[src/hdl/murc_pkg.sv]
// package for the modem unsolicited result code byte matcher
// holds the match patterns, parse phases, shared types and the matcher step function
// no dependencies
package murc_pkg;

    localparam int CAPTURE_BYTES = 24;
    localparam int CNT_W         = $clog2(CAPTURE_BYTES);
    localparam int PAT_MAX       = 11;

    localparam logic [3:0] RING_LEN = 4'd5;
    localparam logic [3:0] LONG_LEN = 4'd11;

    localparam logic [7:0] CHAR_CR    = 8'h0D;
    localparam logic [7:0] CHAR_LF    = 8'h0A;
    localparam logic [7:0] CHAR_SPACE = 8'h20;
    localparam logic [7:0] CHAR_TAB   = 8'h09;
    localparam logic [7:0] CHAR_COMMA = 8'h2C;
    localparam logic [7:0] CHAR_ZERO  = 8'h30;
    localparam logic [7:0] CHAR_NINE  = 8'h39;
    localparam logic [3:0] END_STATUS = 4'd6;

    typedef logic [7:0] t_pat [PAT_MAX];

    localparam t_pat PAT_RING_CR = '{"R", "I", "N", "G", CHAR_CR,
                                     8'h00, 8'h00, 8'h00, 8'h00, 8'h00, 8'h00};
    localparam t_pat PAT_RING_LF = '{"R", "I", "N", "G", CHAR_LF,
                                     8'h00, 8'h00, 8'h00, 8'h00, 8'h00, 8'h00};
    localparam t_pat PAT_NOC_CR  = '{"N", "O", " ", "C", "A", "R", "R", "I", "E", "R",
                                     CHAR_CR};
    localparam t_pat PAT_NOC_LF  = '{"N", "O", " ", "C", "A", "R", "R", "I", "E", "R",
                                     CHAR_LF};
    localparam t_pat PAT_UCS     = '{"+", "U", "C", "A", "L", "L", "S", "T", "A", "T",
                                     ":"};

    typedef enum logic [2:0] {
        PH_SEEK,
        PH_AFTER_COMMA,
        PH_DIGIT,
        PH_ACCEPT,
        PH_REJECT
    } t_phase;

    typedef struct packed {
        logic       hit;
        logic [3:0] pos;
    } t_mstep;

    typedef struct packed {
        logic ring;
        logic nocarrier;
        logic callstat;
    } t_match_evt;

    function automatic t_mstep match_step(input t_pat pat, input logic [3:0] len,
                                          input logic [3:0] pos, input logic [7:0] b);
        t_mstep     res;
        logic [3:0] p;
        p   = (pos >= len) ? 4'd0 : pos;
        res = '0;
        if (b == pat[p]) begin
            if ((p + 4'd1) >= len) begin
                res.hit = 1'b1;
                res.pos = 4'd0;
            end else begin
                res.pos = p + 4'd1;
            end
        end else begin
            res.pos = (b == pat[0]) ? 4'd1 : 4'd0;
        end
        return res;
    endfunction

endpackage

[src/hdl/murc_matchers.sv]
// five literal pattern matchers with their position registers
// depends on murc_pkg
module murc_matchers (
    input  logic                  i_clk,
    input  logic                  i_rst_n,
    input  logic                  i_en,
    input  logic [7:0]            i_byte,
    output murc_pkg::t_match_evt  o_evt
);

    logic [2:0] r_ring_cr_pos, n_ring_cr_pos;
    logic [2:0] r_ring_lf_pos, n_ring_lf_pos;
    logic [3:0] r_noc_cr_pos, n_noc_cr_pos;
    logic [3:0] r_noc_lf_pos, n_noc_lf_pos;
    logic [3:0] r_ucs_pos, n_ucs_pos;

    murc_pkg::t_mstep ring_cr, ring_lf, noc_cr, noc_lf, ucs;

    always_comb begin
        ring_cr = murc_pkg::match_step(murc_pkg::PAT_RING_CR, murc_pkg::RING_LEN,
                                       {1'b0, r_ring_cr_pos}, i_byte);
        ring_lf = murc_pkg::match_step(murc_pkg::PAT_RING_LF, murc_pkg::RING_LEN,
                                       {1'b0, r_ring_lf_pos}, i_byte);
        noc_cr  = murc_pkg::match_step(murc_pkg::PAT_NOC_CR, murc_pkg::LONG_LEN,
                                       r_noc_cr_pos, i_byte);
        noc_lf  = murc_pkg::match_step(murc_pkg::PAT_NOC_LF, murc_pkg::LONG_LEN,
                                       r_noc_lf_pos, i_byte);
        ucs     = murc_pkg::match_step(murc_pkg::PAT_UCS, murc_pkg::LONG_LEN,
                                       r_ucs_pos, i_byte);
    end

    always_comb begin
        n_ring_cr_pos = r_ring_cr_pos;
        n_ring_lf_pos = r_ring_lf_pos;
        n_noc_cr_pos  = r_noc_cr_pos;
        n_noc_lf_pos  = r_noc_lf_pos;
        n_ucs_pos     = r_ucs_pos;
        if (i_en) begin
            n_ring_cr_pos = ring_cr.pos[2:0];
            // lf twin holds when the cr pattern completes
            if (!ring_cr.hit) begin
                n_ring_lf_pos = ring_lf.pos[2:0];
            end
            n_noc_cr_pos = noc_cr.pos;
            if (!noc_cr.hit) begin
                n_noc_lf_pos = noc_lf.pos;
            end
            n_ucs_pos = ucs.pos;
        end
    end

    always_comb begin
        o_evt.ring      = i_en && (ring_cr.hit || ring_lf.hit);
        o_evt.nocarrier = i_en && (noc_cr.hit || noc_lf.hit);
        o_evt.callstat  = i_en && ucs.hit;
    end

    always_ff @(posedge i_clk) begin
        if (!i_rst_n) begin
            r_ring_cr_pos <= '0;
            r_ring_lf_pos <= '0;
            r_noc_cr_pos  <= '0;
            r_noc_lf_pos  <= '0;
            r_ucs_pos     <= '0;
        end else begin
            r_ring_cr_pos <= n_ring_cr_pos;
            r_ring_lf_pos <= n_ring_lf_pos;
            r_noc_cr_pos  <= n_noc_cr_pos;
            r_noc_lf_pos  <= n_noc_lf_pos;
            r_ucs_pos     <= n_ucs_pos;
        end
    end

endmodule

[src/hdl/murc_capture.sv]
// call status payload capture and incremental parser
// depends on murc_pkg
module murc_capture (
    input  logic        i_clk,
    input  logic        i_rst_n,
    input  logic        i_en,
    input  logic [7:0]  i_byte,
    input  logic        i_start,
    output logic        o_capturing,
    output logic        o_status_valid,
    output logic [3:0]  o_call_status,
    output logic        o_status_end
);

    logic                       r_capturing, n_capturing;
    logic [murc_pkg::CNT_W-1:0] r_count, n_count;
    murc_pkg::t_phase           r_phase, n_phase;
    logic [3:0]                 r_digit, n_digit;

    logic is_term, is_blank, is_digit, is_comma, room;

    assign is_term  = (i_byte == murc_pkg::CHAR_CR) || (i_byte == murc_pkg::CHAR_LF);
    assign is_blank = (i_byte == murc_pkg::CHAR_SPACE) || (i_byte == murc_pkg::CHAR_TAB);
    assign is_comma = (i_byte == murc_pkg::CHAR_COMMA);
    assign is_digit = (i_byte >= murc_pkg::CHAR_ZERO) && (i_byte <= murc_pkg::CHAR_NINE);
    assign room     = r_count < murc_pkg::CNT_W'(murc_pkg::CAPTURE_BYTES - 1);

    always_comb begin
        n_capturing = r_capturing;
        n_count     = r_count;
        n_phase     = r_phase;
        n_digit     = r_digit;
        if (i_en) begin
            if (r_capturing) begin
                if (is_term) begin
                    n_capturing = 1'b0;
                    n_count     = '0;
                    n_phase     = murc_pkg::PH_SEEK;
                    n_digit     = '0;
                end else if (room) begin
                    n_count = r_count + 1'b1;
                    unique case (r_phase)
                        murc_pkg::PH_SEEK: begin
                            if (is_comma) begin
                                n_phase = murc_pkg::PH_AFTER_COMMA;
                            end
                        end
                        murc_pkg::PH_AFTER_COMMA: begin
                            priority if (is_blank) begin
                                n_phase = r_phase;
                            end else if (is_digit) begin
                                n_digit = i_byte[3:0];
                                n_phase = murc_pkg::PH_DIGIT;
                            end else begin
                                n_phase = murc_pkg::PH_REJECT;
                            end
                        end
                        murc_pkg::PH_DIGIT: begin
                            n_phase = (is_comma || is_blank) ? murc_pkg::PH_ACCEPT
                                                             : murc_pkg::PH_REJECT;
                        end
                        default: begin
                            n_phase = r_phase;
                        end
                    endcase
                end
            end else if (i_start) begin
                n_capturing = 1'b1;
                n_count     = '0;
                n_phase     = murc_pkg::PH_SEEK;
                n_digit     = '0;
            end
        end
    end

    always_comb begin
        o_capturing    = r_capturing;
        o_status_valid = i_en && r_capturing && is_term &&
                         ((r_phase == murc_pkg::PH_DIGIT) || (r_phase == murc_pkg::PH_ACCEPT));
        o_call_status  = o_status_valid ? r_digit : 4'd0;
        o_status_end   = o_status_valid && (r_digit == murc_pkg::END_STATUS);
    end

    always_ff @(posedge i_clk) begin
        if (!i_rst_n) begin
            r_capturing <= 1'b0;
            r_count     <= '0;
            r_phase     <= murc_pkg::PH_SEEK;
            r_digit     <= '0;
        end else begin
            r_capturing <= n_capturing;
            r_count     <= n_count;
            r_phase     <= n_phase;
            r_digit     <= n_digit;
        end
    end

    a_digit_range: assert property (@(posedge i_clk) disable iff (!i_rst_n)
        o_status_valid |-> (r_digit <= 4'd9))
        else $error("status digit out of range");

    a_count_idle: assert property (@(posedge i_clk) disable iff (!i_rst_n)
        !r_capturing |-> (r_count == '0))
        else $error("capture count not cleared outside payload");

    a_count_limit: assert property (@(posedge i_clk) disable iff (!i_rst_n)
        r_count <= murc_pkg::CNT_W'(murc_pkg::CAPTURE_BYTES - 1))
        else $error("capture count beyond payload limit");

endmodule

[src/hdl/modem_urc_byte_matcher_top.sv]
// top level of the modem unsolicited result code byte matcher
// depends on murc_pkg, murc_matchers and murc_capture
//
// usage:
//   s_axis carries one received modem byte per beat in tdata[7:0].
//   m_axis returns exactly one result beat for every input beat:
//   tdata[0] ring seen, [1] hangup, [2] status valid, [6:3] call status.
//   a byte is held in an input register, then the payload parser and, outside
//   a payload, all five matchers update in the same cycle that the result is
//   loaded into the output register.
//   throughput: one byte per cycle, sustained while m_axis_tready stays high.
//   the input register takes one more byte while a result waits in the
//   output register; a stalled m_axis holds two bytes in the block,
//   and s_axis_tready drops until m_axis_tready returns.
//   reset clears both valid flags, all match positions and the parser;
//   the block is ready for bytes as soon as reset is released.
module modem_urc_byte_matcher_top (
    input  logic        i_clk,
    input  logic        i_rst_n,
    input  logic        s_axis_tvalid,
    output logic        s_axis_tready,
    input  logic [7:0]  s_axis_tdata,   // [7:0] rx_byte
    output logic        m_axis_tvalid,
    input  logic        m_axis_tready,
    output logic [7:0]  m_axis_tdata    // [0] ring_seen, [1] hangup,
                                        // [2] status_valid, [6:3] call_status, [7] zero
);

    logic       r_in_valid, n_in_valid;
    logic [7:0] r_in_byte;
    logic       r_out_valid, n_out_valid;
    logic       r_ring, r_ended, r_status_valid;
    logic [3:0] r_status;

    logic                 adv;
    logic                 capturing;
    logic                 status_valid;
    logic [3:0]           call_status;
    logic                 status_end;
    murc_pkg::t_match_evt evt;

    assign adv           = r_in_valid && (!r_out_valid || m_axis_tready);
    assign s_axis_tready = !r_in_valid || adv;

    murc_matchers u_matchers (
        .i_clk   (i_clk),
        .i_rst_n (i_rst_n),
        .i_en    (adv && !capturing),
        .i_byte  (r_in_byte),
        .o_evt   (evt)
    );

    murc_capture u_capture (
        .i_clk          (i_clk),
        .i_rst_n        (i_rst_n),
        .i_en           (adv),
        .i_byte         (r_in_byte),
        .i_start        (evt.callstat),
        .o_capturing    (capturing),
        .o_status_valid (status_valid),
        .o_call_status  (call_status),
        .o_status_end   (status_end)
    );

    always_comb begin
        n_in_valid = r_in_valid;
        if (s_axis_tvalid && s_axis_tready) begin
            n_in_valid = 1'b1;
        end else if (adv) begin
            n_in_valid = 1'b0;
        end
        n_out_valid = r_out_valid;
        if (adv) begin
            n_out_valid = 1'b1;
        end else if (m_axis_tready) begin
            n_out_valid = 1'b0;
        end
    end

    always_ff @(posedge i_clk) begin
        if (!i_rst_n) begin
            r_in_valid  <= 1'b0;
            r_out_valid <= 1'b0;
        end else begin
            r_in_valid  <= n_in_valid;
            r_out_valid <= n_out_valid;
        end
    end

    always_ff @(posedge i_clk) begin
        if (s_axis_tvalid && s_axis_tready) begin
            r_in_byte <= s_axis_tdata;
        end
        if (adv) begin
            r_ring         <= evt.ring;
            r_ended        <= evt.nocarrier || status_end;
            r_status_valid <= status_valid;
            r_status       <= call_status;
        end
    end

    assign m_axis_tvalid = r_out_valid;
    assign m_axis_tdata  = {1'b0, r_status, r_status_valid, r_ended, r_ring};

    a_ring_vs_status: assert property (@(posedge i_clk) disable iff (!i_rst_n)
        r_out_valid |-> !(r_ring && r_status_valid))
        else $error("ring and call status reported on the same beat");

    a_result_held: assert property (@(posedge i_clk) disable iff (!i_rst_n)
        (r_out_valid && !m_axis_tready) |=> (r_out_valid && $stable(m_axis_tdata)))
        else $error("pending result lost under stall");

    a_no_overrun: assert property (@(posedge i_clk) disable iff (!i_rst_n)
        (r_in_valid && r_out_valid && !m_axis_tready) |-> !s_axis_tready)
        else $error("input taken while both stages are full");

endmodule
[config.mk]
export PLATFORM = sky130hd
export DESIGN_NAME = modem_urc_byte_matcher_top
export DESIGN_NICKNAME = d
export VERILOG_FILES = /design/src/hdl/murc_pkg.sv /design/src/hdl/murc_matchers.sv /design/src/hdl/murc_capture.sv /design/src/hdl/modem_urc_byte_matcher_top.sv
export SDC_FILE = /design/constraint.sdc
export NUM_CORES = 1
export LEC_CHECK = 0
export ABC_AREA = 1
export ABC_CLOCK_PERIOD_IN_PS = 4680
export BUFFER_PORTS_ARGS = -buffer_cell sky130_fd_sc_hd__buf_2
export CAP_MARGIN = 10
export CORE_ASPECT_RATIO = 0.5
export CORE_UTILIZATION = 62
export CTS_CLUSTER_SIZE = 14
export DETAILED_ROUTE_END_ITERATION = 12
export GPL_TIMING_DRIVEN = 0
export PLACE_DENSITY_LB_ADDON = 0.2
export RECOVER_POWER = 25
export SLEW_MARGIN = 10
export SYNTH_ARGS = -nofsm -noshare
export SYNTH_HDL_FRONTEND = slang
export SYNTH_SLANG_ARGS = --single-unit
[constraint.sdc]
create_clock -name i_clk -period 4.68 [get_ports i_clk]
set_input_delay 0.468 -clock i_clk [delete_from_list [all_inputs] [get_ports i_clk]]
set_output_delay 0.468 -clock i_clk [all_outputs]
set_load 0.01 [all_outputs]
After elaboration in Yosys (flattened, before gate mapping) --
Memory sizes are Yosys's and may differ from the RTL's. Index checks and enable logic that the tools add are counted.
Cells by class: add/subtract/negate cells 6, magnitude comparators 18, equality and inequality tests 24, multiplexer cells 65, bitwise gates (word level) 7, reductions and logical operators 32
Operator list (number):
- 2-to-1 mux 8 bit | 10
- 2-to-1 mux 4 bit | 16
- 2-to-1 mux 3 bit | 14
- == test 8 bit | 5
- greater-or-equal comparator 5 bit (second input constant) | 5
- NOT 4 -> 5 bit | 5
- == test 8 x 4 -> 1 bit (second input constant) | 3
- == test 8 x 6 -> 1 bit (second input constant) | 3
- greater-or-equal comparator 4 bit (second input constant) | 6
- 2-to-1 mux 1 bit | 20
- 2-to-1 mux 5 bit | 4
- == test 8 x 7 -> 1 bit (second input constant) | 2
- adder 4 x 1 -> 4 bit (second input constant) | 3
- inequality test 3 bit (second input constant) | 4
- AND reduction 6 bit | 2
- logical AND 1 bit | 11
- logical OR 1 bit | 9
- case mux 3 bit (3 select lines) | 1
- adder 3 x 1 -> 4 bit (second input constant) | 2
- greater-or-equal comparator 4 x 3 -> 1 bit (second input constant) | 2
- greater-or-equal comparator 8 x 6 -> 1 bit (second input constant) | 1
- <= comparator 8 x 6 -> 1 bit (second input constant) | 1
- inequality test 4 bit (second input constant) | 2
- == test 3 x 2 -> 1 bit (second input constant) | 2
- other kinds (12) | 19
Word-level totals: bits in registers 48, bits in read-only memories 640, input bits 12, output and inout port bits 10, logic and storage cells 173, memories 5
Memory list:
- (no name shown) | words 16, bits a word 8, rd ports 1, clocked after memory_dff 0, write ports 0, line murc_pkg.sv:60 | if (b == pat[p]) begin
- (no name shown) | words 16, bits a word 8, rd ports 1, clocked after memory_dff 0, write ports 0, line murc_pkg.sv:60
- (no name shown) | words 16, bits a word 8, rd ports 1, clocked after memory_dff 0, write ports 0, line murc_pkg.sv:60
- (no name shown) | words 16, bits a word 8, rd ports 1, clocked after memory_dff 0, write ports 0, line murc_pkg.sv:60
- (no name shown) | words 16, bits a word 8, rd ports 1, clocked after memory_dff 0, write ports 0, line murc_pkg.sv:60

Depth between registers and ports, before layout --
Gate-level depths: netlist of run 1.
depth in word-level cells 11, gate-level depth with buffers 22

Hierarchy --
Synthesis of run 1 repeated with hierarchy kept, for this count alone.
Unflattened totals: cell total of the unflattened synthesis 641, area, all modules 4060.1 sq um
Modules (own cells, without submodules):
- murc_matchers | instances 1, cells each 448, area each 2506.2 sq um, seq. area each 360.3 sq um
- murc_capture | instances 1, cells each 157, area each 962.2 sq um, seq. area each 260.2 sq um
- modem_urc_byte_matcher_top | instances 1, cells each 36, area each 591.8 sq um, seq. area each 490.5 sq um

Worst setup path before layout of run 1 --
OpenSTA, ideal clock, no wires.
path kind register to register, start register u_matchers.r_noc_cr_pos[1], end register u_matchers.r_noc_lf_pos[1], arrival time 2.205 ns, data required time 4.566 ns, slack 2.361 ns, cell stages (with the launch flop) 18, period minus slack after synthesis 2.319 ns, cells stage by stage dfxtp_1 > nand2_1 > nand2_1 > nand2_1 > inv_1 > nor2_1 > inv_1 > ha_1 > o21ai_0 > nand2_1 > nand2_1 > nand3_1 > nor2_1 > nand4_1 > nand2_1 > nand2_1 > nand2_1 > nor2_1
Between the ends: longest elaborated chain between the ends 10, elaborated cells on any way between the ends 13
Ends and longest elaborated chain:
- from (decl) | line murc_matchers.sv:13 | logic [3:0] r_noc_cr_pos, n_noc_cr_pos;
- from (signal assigned) | line murc_matchers.sv:68 | r_noc_cr_pos <= n_noc_cr_pos;
- greater-or-equal comparator 4 bit | line murc_pkg.sv:58 | p = (pos >= len) ? 4'd0 : pos;
- 2-to-1 mux 4 bit * | line murc_pkg.sv:58
- NOT 4 -> 5 bit (not written as such) | line murc_pkg.sv:60
- memory (16 x 8 bit)
- 2-to-1 mux 8 bit (not written as such) (2 in a row) | line murc_pkg.sv:60
- == test 8 bit | line murc_pkg.sv:60
- 2-to-1 mux 1 bit * | line murc_pkg.sv:60
- NOT 1 bit (no source line) *
- AND reduction 2 bit (no source line) *
- to (signal assigned) | line murc_matchers.sv:69 | r_noc_lf_pos <= n_noc_lf_pos;
- to (decl) | line murc_matchers.sv:14 | logic [3:0] r_noc_lf_pos, n_noc_lf_pos;
Mark *: on every way between the ends. The rest lies on a longest branch, timed or not. The select of a mux whose other input is x is not followed. A chain may end at the register's enable or synchronous reset.

Final worst setup path of run 1 --
start register u_matchers.r_noc_lf_pos[2], end register r_ended (data pin)
Between the ends: longest elaborated chain between the ends 11, elaborated cells on any way between the ends 14
Ends and longest elaborated chain:
- greater-or-equal comparator 4 bit | line murc_pkg.sv:58
- 2-to-1 mux 4 bit * | line murc_pkg.sv:58
- NOT 4 -> 5 bit (not written as such) | line murc_pkg.sv:60
- memory (16 x 8 bit)
- 2-to-1 mux 8 bit (not written as such) (2 in a row) | line murc_pkg.sv:60
- == test 8 bit | line murc_pkg.sv:60
- 2-to-1 mux 1 bit * | line murc_pkg.sv:60
- logical OR 1 bit * | line murc_matchers.sv:54 | o_evt.nocarrier = i_en && (noc_cr.hit || noc_lf.hit);
- logical AND 1 bit * | line murc_matchers.sv:54
- logical OR 1 bit * | line modem_urc_byte_matcher_top.sv:96 | r_ended <= evt.nocarrier || status_end;
- to (signal assigned) | line modem_urc_byte_matcher_top.sv:96
- to (decl) | line modem_urc_byte_matcher_top.sv:32 | logic r_ring, r_ended, r_status_valid;
Marks and branches as above.

==> impl_metrics.toml, run 1 <==
[run_status]
outcome = "complete, no violations"

[logic_synthesis]
avgSynthCellArea_um2 = 6.35
yosysWarnings = 0
seq_area_frac_synth = 0.283
synthTopCellsByArea = "dfxtp_1 17%, nand2_1 16%, edfxtp_1 11%, nand3_1 7.9%, inv_1 7.8%"
synth.distinct_cells = 34
netlist_instances = 618
syn_area_mm2 = 0.00392
syn_nets = 654
synth-seq-cells = 48
synth_top_area_frac = 0.168
yosysTopAreaCell = "dfxtp_1"

[global_routing]
grt_pass1_vias = 3629
use_met3 = 0.0628
top_usage_layer = "met2"
grt_pass1_wl_mm = 16.0
grt_util_met1 = 0.400
grt_max_degree = 16
grtUsageMet2 = 0.510
grt_antenna_before_repair = 0
grt_use_total = 0.305
overflow = 0

[setup_path]
start_kind = "register"
cp_data_arrival_time_ns = 3.13
critPathLaunch = "u_matchers.r_noc_lf_pos[2]"
crit_type = "reg -> reg"
worstPathMaxFanout = 5
path_cells = "inv_1 > nand2_1 > nand2_1 > inv_1 > nor2_1 > inv_1 > ha_1 > inv_1 > o21ai_1 > inv_1 > nand2_1 > o21ai_1 > nand2_1 > nand2_1 > nor2_1 > nand2_1 > o21ai_0 > nand2_1 > nand2_1"
cp.depth = 19
critPathBufInv = 5
path_common_cell = "nand2_1"
critPathSlowestCell = "ha_1"
cp-endpoint = "r_ended"
r2r_start = "u_matchers.r_noc_lf_pos[2]"
r2r_setup_slack_ns = 1.72
end_kind = "register"
critPathRequiredTime_ns = 4.84
r2r_cells = 19
max_stage_delay_ns = 0.35
cpLargestDelayFamily = "simple AND/OR/NAND/NOR gates"
r2r-end = "r_ended"

[routing]
routed_wl_mm = 9.65
drt_pass1_iterations = 6
remaining_drc_errors = 0
vias = 4082
detail-route-antenna-nets = 0
avgRoutedWirePerCell_um = 13.2
drtIter0Drc = 412
drt-vias-per-instance = 5.57

[clock_tree]
cts_setup_buffers = 0
ctsHtreeMaxLevel = 2
clkLatencyLatePin_ns = 0.29
cts_tree = "yes"
cts_buffer_depth = 2
clock_sinks = 48
numCtsBuffers = 5
clk_pin_slew_ns = 0.07
clk_root_buffer_cell = "clkbuf_16"
post_cts_resized = 0
holdBufCountCts = 0

[flow_run]
cap_viol_max_count = 0

[timing]
skew_ns = 0.00366
finalHoldViolCount = 0
fmax_mhz = 337
setup_tns_ns = 0
setup_viol = 0
finalCriticalPeriod_ns = 2.96
slew_headroom = 0.591
report.final.slew_viol_count = 0
grt_setup_unrepaired = "no"
timing.final.crit_share = 0.633
tightestPinTransition_ns = 0.613

[placement]
dp_hpwl_mm = 7.19
port_buffers = 19
place.gp.congestion = 0.954

[min_path]
min_path_type = "in -> reg"

[layout]
nets = 680
seq_area_mm2 = 0.00111
fin_util = 0.703
drive_above_1_share = 0.104
antenna_cells = 0
final_common_cell = "nand2_1"
multi_input_area_mm2 = 0.00239
n_fill_cell = 514
final_cell_mix = "169 x nand2_1, 81 x inv_1, 75 x nor2_1"
area_growth_pct = 9.03

[die]
design.die.area_mm2 = 0.00667
num_rows = 20
start_util = 0.645
core_mm2 = 0.00608
io_pins = 22
die_h_um = 58.2
die_w_um = 114

[power]
power_mw = 1.01
power-per-cell-area_mw_per_mm2 = 237
ir_drop_v = 0.000170
p_leak_nw = 2.07
routing by layer:
layer | vias to the layer above | wire length, um
met1 | 1860 | 4360
met3 | 23 | 877
met5 | - | 0
met4 | 0 | 182
met2 | 173 | 4230
li1 | 2026 | -
Yosys cell counts:
cell type	instances
nand2_1	169
inv_1	81
nor2_1	75
nand3_1	62
a21oi_1	34
dfxtp_1	33
ha_1	24
o21ai_0	20
nand4_1	18
edfxtp_1	15
xor2_1	15
inv_2	8
buf_2	7
nor3_1	7
clkbuf_1	6
nand2_2	6
buf_4	4
o211ai_1	4
nand3_2	3
nor2_2	3
nor4_1	3
o21ai_1	3
or2_2	3
a21oi_2	2
nand2_4	2
nand3b_1	2
nor2_4	2
a211oi_1	1
conb_1	1
nand3_4	1
nand4_2	1
o21ai_2	1
o31ai_1	1
xnor2_1	1
through the flow:
step | instances | hold slack, ns | area (um^2) | setup slack [ns]
5_1_grt | 733 | 0.343 | 4280 | 1.46
3_5_place_dp | 725 | 0.473 | 4130 | 1.84
3_3_place_gp | 725 | 0.467 | 4130 | 1.89
6_report | 733 | 0.346 | 4280 | 1.72
4_1_cts | 733 | 0.350 | 4280 | 1.82
2_1_floorplan | 618 | 0.441 | 3920 | 2.36
state kept, by name (all words and copies together), names as in the netlist, 3 cells and up:
name and cells:
u_capture.r_digit 4, u_matchers.r_ucs_pos 4, u_capture.r_count 5, r_status 4
u_matchers.r_noc_lf_pos 4, u_matchers.r_noc_cr_pos 4, u_matchers.r_ring_lf_pos 3, r_in_byte 8
u_matchers.r_ring_cr_pos 3, u_capture.r_phase 3
cell type report:
cell class              count  share of cell area
multi-input cells         464               0.559
flip-flops and latches     48               0.260
inverters                  89              0.0781
clock buffers               7              0.0334
well taps                  88              0.0258
repair buffers             19              0.0217
plain buffers              17              0.0205
clock inverters             1             0.00205
worst min path at each step:
stage | from | end | slack (ns) | cells past startpoint
final | s_axis_tdata[1] | r_in_byte[1] | 0.35 | 1
after global routing | s_axis_tdata[2] | r_in_byte[2] | 0.34 | 1
after CTS | s_axis_tdata[1] | r_in_byte[1] | 0.35 | 1
after detailed placement | u_capture.r_digit[1] | u_capture.r_digit[1] | 0.47 | 2
after global placement | u_capture.r_digit[1] | u_capture.r_digit[1] | 0.47 | 2
after floorplan | u_capture.r_count[4] | u_capture.r_count[4] | 0.44 | 2
power by group:
| group | internal [mW] | total [mW] | leakage, nW | switching, mW |
|---|---|---|---|---|
| combinational | 0.0599 | 0.188 | 1.58 | 0.128 |
| clock | 0.214 | 0.373 | 0.0741 | 0.159 |
| sequential | 0.443 | 0.453 | 0.412 | 0.00999 |
| total | 0.717 | 1.01 | 2.07 | 0.297 |
worst register-to-register path, cell delays in order (launching register included):
cell and delay [ns]:
dfxtp_1 0.33, inv_1 0.13, nand2_1 0.07, nand2_1 0.09
inv_1 0.05, nor2_1 0.23, inv_1 0.14, ha_1 0.35
inv_1 0.05, o21ai_1 0.20, inv_1 0.07, nand2_1 0.09
o21ai_1 0.07, nand2_1 0.06, nand2_1 0.05, nor2_1 0.19
nand2_1 0.15, o21ai_0 0.34, nand2_1 0.11, nand2_1 0.09
kinds of logic (layout without fill, tap and decap cells):
logic type                 Yosys count  count (layout)  share of synthesized area
other                                1               1                   0.000956
DFF                                 48              48                      0.283
buffers and inverters              106             133                      0.108
AOI/OAI and AO/OA                   66              66                     0.0909
adders and majority gates           24              24                     0.0766
and+or+nand+nor                    357             357                      0.405
xor gates and xnor gates            16              16                     0.0357
Note: power is estimated with default switching activity, not from simulation.
==> run 2, diff against run 1 <==
ABC_CLOCK_PERIOD_IN_PS = 2840   (was 4680)
clock period = 2.84 ns   (was 4.68 ns; I/O delays follow)
==> run 2 against run 1 <==
Effect of this change:
- first-iteration DRC count increased by 13%
- die area did not move
- clock power grew 64%
- highest routed layer unchanged
==> impl_metrics.toml, run 2 (same netlist as run 1, synthesis figures left out) <==
[setup_path]
r2r_setup_slack_ns = 0.25
critPathLaunch = "u_matchers.r_noc_lf_pos[2]"
crit_type = "reg -> reg"
r2r_cells = 19
cp-endpoint = "r_ended"
max_stage_delay_ns = 0.33
critPathBufInv = 5
critPathSlowestCell = "ha_1"
r2r-end = "r_ended"
r2r_start = "u_matchers.r_noc_lf_pos[2]"
worstPathMaxFanout = 5
cpLargestDelayFamily = "simple AND/OR/NAND/NOR gates"
path_common_cell = "nand2_1"
path_cells = "inv_1 > nand2_1 > nand2_1 > inv_1 > nor2_4 > inv_1 > ha_1 > inv_1 > o21ai_1 > inv_1 > nand2_1 > o21ai_1 > nand2_1 > nand2_1 > nor2_2 > nand2_2 > o21ai_2 > nand2_1 > nand2_1"
cp.depth = 19
start_kind = "register"
critPathRequiredTime_ns = 3.00
end_kind = "register"
cp_data_arrival_time_ns = 2.75

[layout]
final_cell_mix = "166 x nand2_1, 81 x inv_1, 70 x nor2_1"
regMostFlops = "r_in_byte"
largest_register_ffs = 8
drive_above_1_share = 0.112
area_growth_pct = 9.76
antenna_cells = 0
final_common_cell = "nand2_1"
fin_util = 0.708
nets = 680
fin_area_mm2 = 0.00430
reg_top3 = "r_in_byte x8, u_capture.r_count x5"

[timing]
hold_slack_ns = 0.164
report.final.slew_viol_count = 0
finalCriticalPeriod_ns = 2.59
finalHoldViolCount = 0
timing.final.crit_share = 0.913
tightestPinTransition_ns = 0.598
slew_headroom = 0.601
setup_viol = 0
skew_ns = 0.00302
grt_setup_unrepaired = "no"
setup_ws_ns = 0.248
fmax_mhz = 386

[routing]
drt-vias-per-instance = 5.58
drt_pass1_iterations = 5
drtIter0Drc = 466
remaining_drc_errors = 0
vias = 4093
routed_wl_mm = 9.72
avgRoutedWirePerCell_um = 13.3
detail-route-antenna-nets = 0

[power]
clkPwrFrac = 0.366
ir_drop_v = 0.000280
power_mw = 1.67
p_leak_nw = 2.05
swShare = 0.293
p_seq_frac = 0.446
p_sw_uw = 490
power-per-cell-area_mw_per_mm2 = 389
p_int_mw = 1.18
power_frac_comb = 0.188

[global_routing]
grt_pass1_vias = 3629
grt_max_degree = 16
grt_pass1_wl_mm = 16.0
grt_antenna_before_repair = 0
grt_use_total = 0.305
overflow = 0

[die]
die_h_um = 58.2
die_w_um = 114
design.die.area_mm2 = 0.00667
num_rows = 20
io_pins = 22
start_util = 0.645
core_mm2 = 0.00608

[clock_tree]
clkLatencyLatePin_ns = 0.29
clk_pin_slew_ns = 0.07
cts_tree = "yes"
ctsHtreeMaxLevel = 2
numCtsBuffers = 5
cts_buffer_depth = 2
cts_setup_buffers = 0
clock_sinks = 48
clk_root_buffer_cell = "clkbuf_16"

[placement]
dp_hpwl_mm = 7.19
dpl_cell_area_mm2 = 0.00413
port_buffers = 19
pre_cts_ws_ns = -0.000829
place.gp.congestion = 0.954

[min_path]
min_path_type = "in -> reg"
hp-start = "s_axis_tdata[6]"

[flow_run]
cap_viol_max_count = 0

[run_status]
outcome = "complete, no violations"
-- run 2: power groups by stage --
stage,clock [mW],sequential (mW),combinational [mW]
3_3_place_gp,0,0.760,0.291
4_1_cts,0.608,0.746,0.303
3_5_place_dp,0,0.761,0.300
6_report,0.612,0.747,0.314
5_1_grt,0.641,0.749,0.350
2_1_floorplan,0,0.758,0.229
-- run 2: metrics by stage --
| stage | cells | TNS [ns] |
|---|---|---|
| after CTS | 733 | 0 |
| after floorplan | 618 | 0 |
| after global routing | 733 | 0 |
| after global placement | 725 | 0 |
| final | 733 | 0 |
| after detailed placement | 725 | -0.000829 |
-- run 2: cell type report --
class / instances / area (um^2)
Tap cell: 88 / 110
Multi-Input combinational cell: 464 / 2420
Clock inverter: 1 / 8.76
Sequential cell: 48 / 1110
Clock buffer: 7 / 143
Fill cell: 519 / 1780
Timing Repair Buffer: 19 / 86.3
Inverter: 89 / 334
Buffer: 17 / 87.6
-- run 2: worst min path at each step --
stage                   end  cells past startpoint
6_report       r_in_byte[6]                      1
2_1_floorplan  r_in_byte[0]                      0
4_1_cts        r_in_byte[1]                      1
5_1_grt        r_in_byte[2]                      1
3_3_place_gp   r_in_byte[3]                      1
3_5_place_dp   r_in_byte[3]                      1
-- run 2: layer usage --
layer / global-route usage / vias to the layer above / wire, um
li1: - / 2030 / -
met3: 0.0628 / 24 / 875
met1: 0.400 / 1859 / 4360
met4: 0.0983 / 0 / 172
met2: 0.510 / 180 / 4310
met5: 0 / - / 0
-- run 2: what timing repair did --
| item | CTS | global route |
|---|---|---|
| gates cloned | 0 | 0 |
| hold endpoints to repair | 0 | 0 |
| resized for setup | 1 | 13 |
| hold buffers | 0 | 0 |
| endpoints found under the setup margin | 1 | 20 |
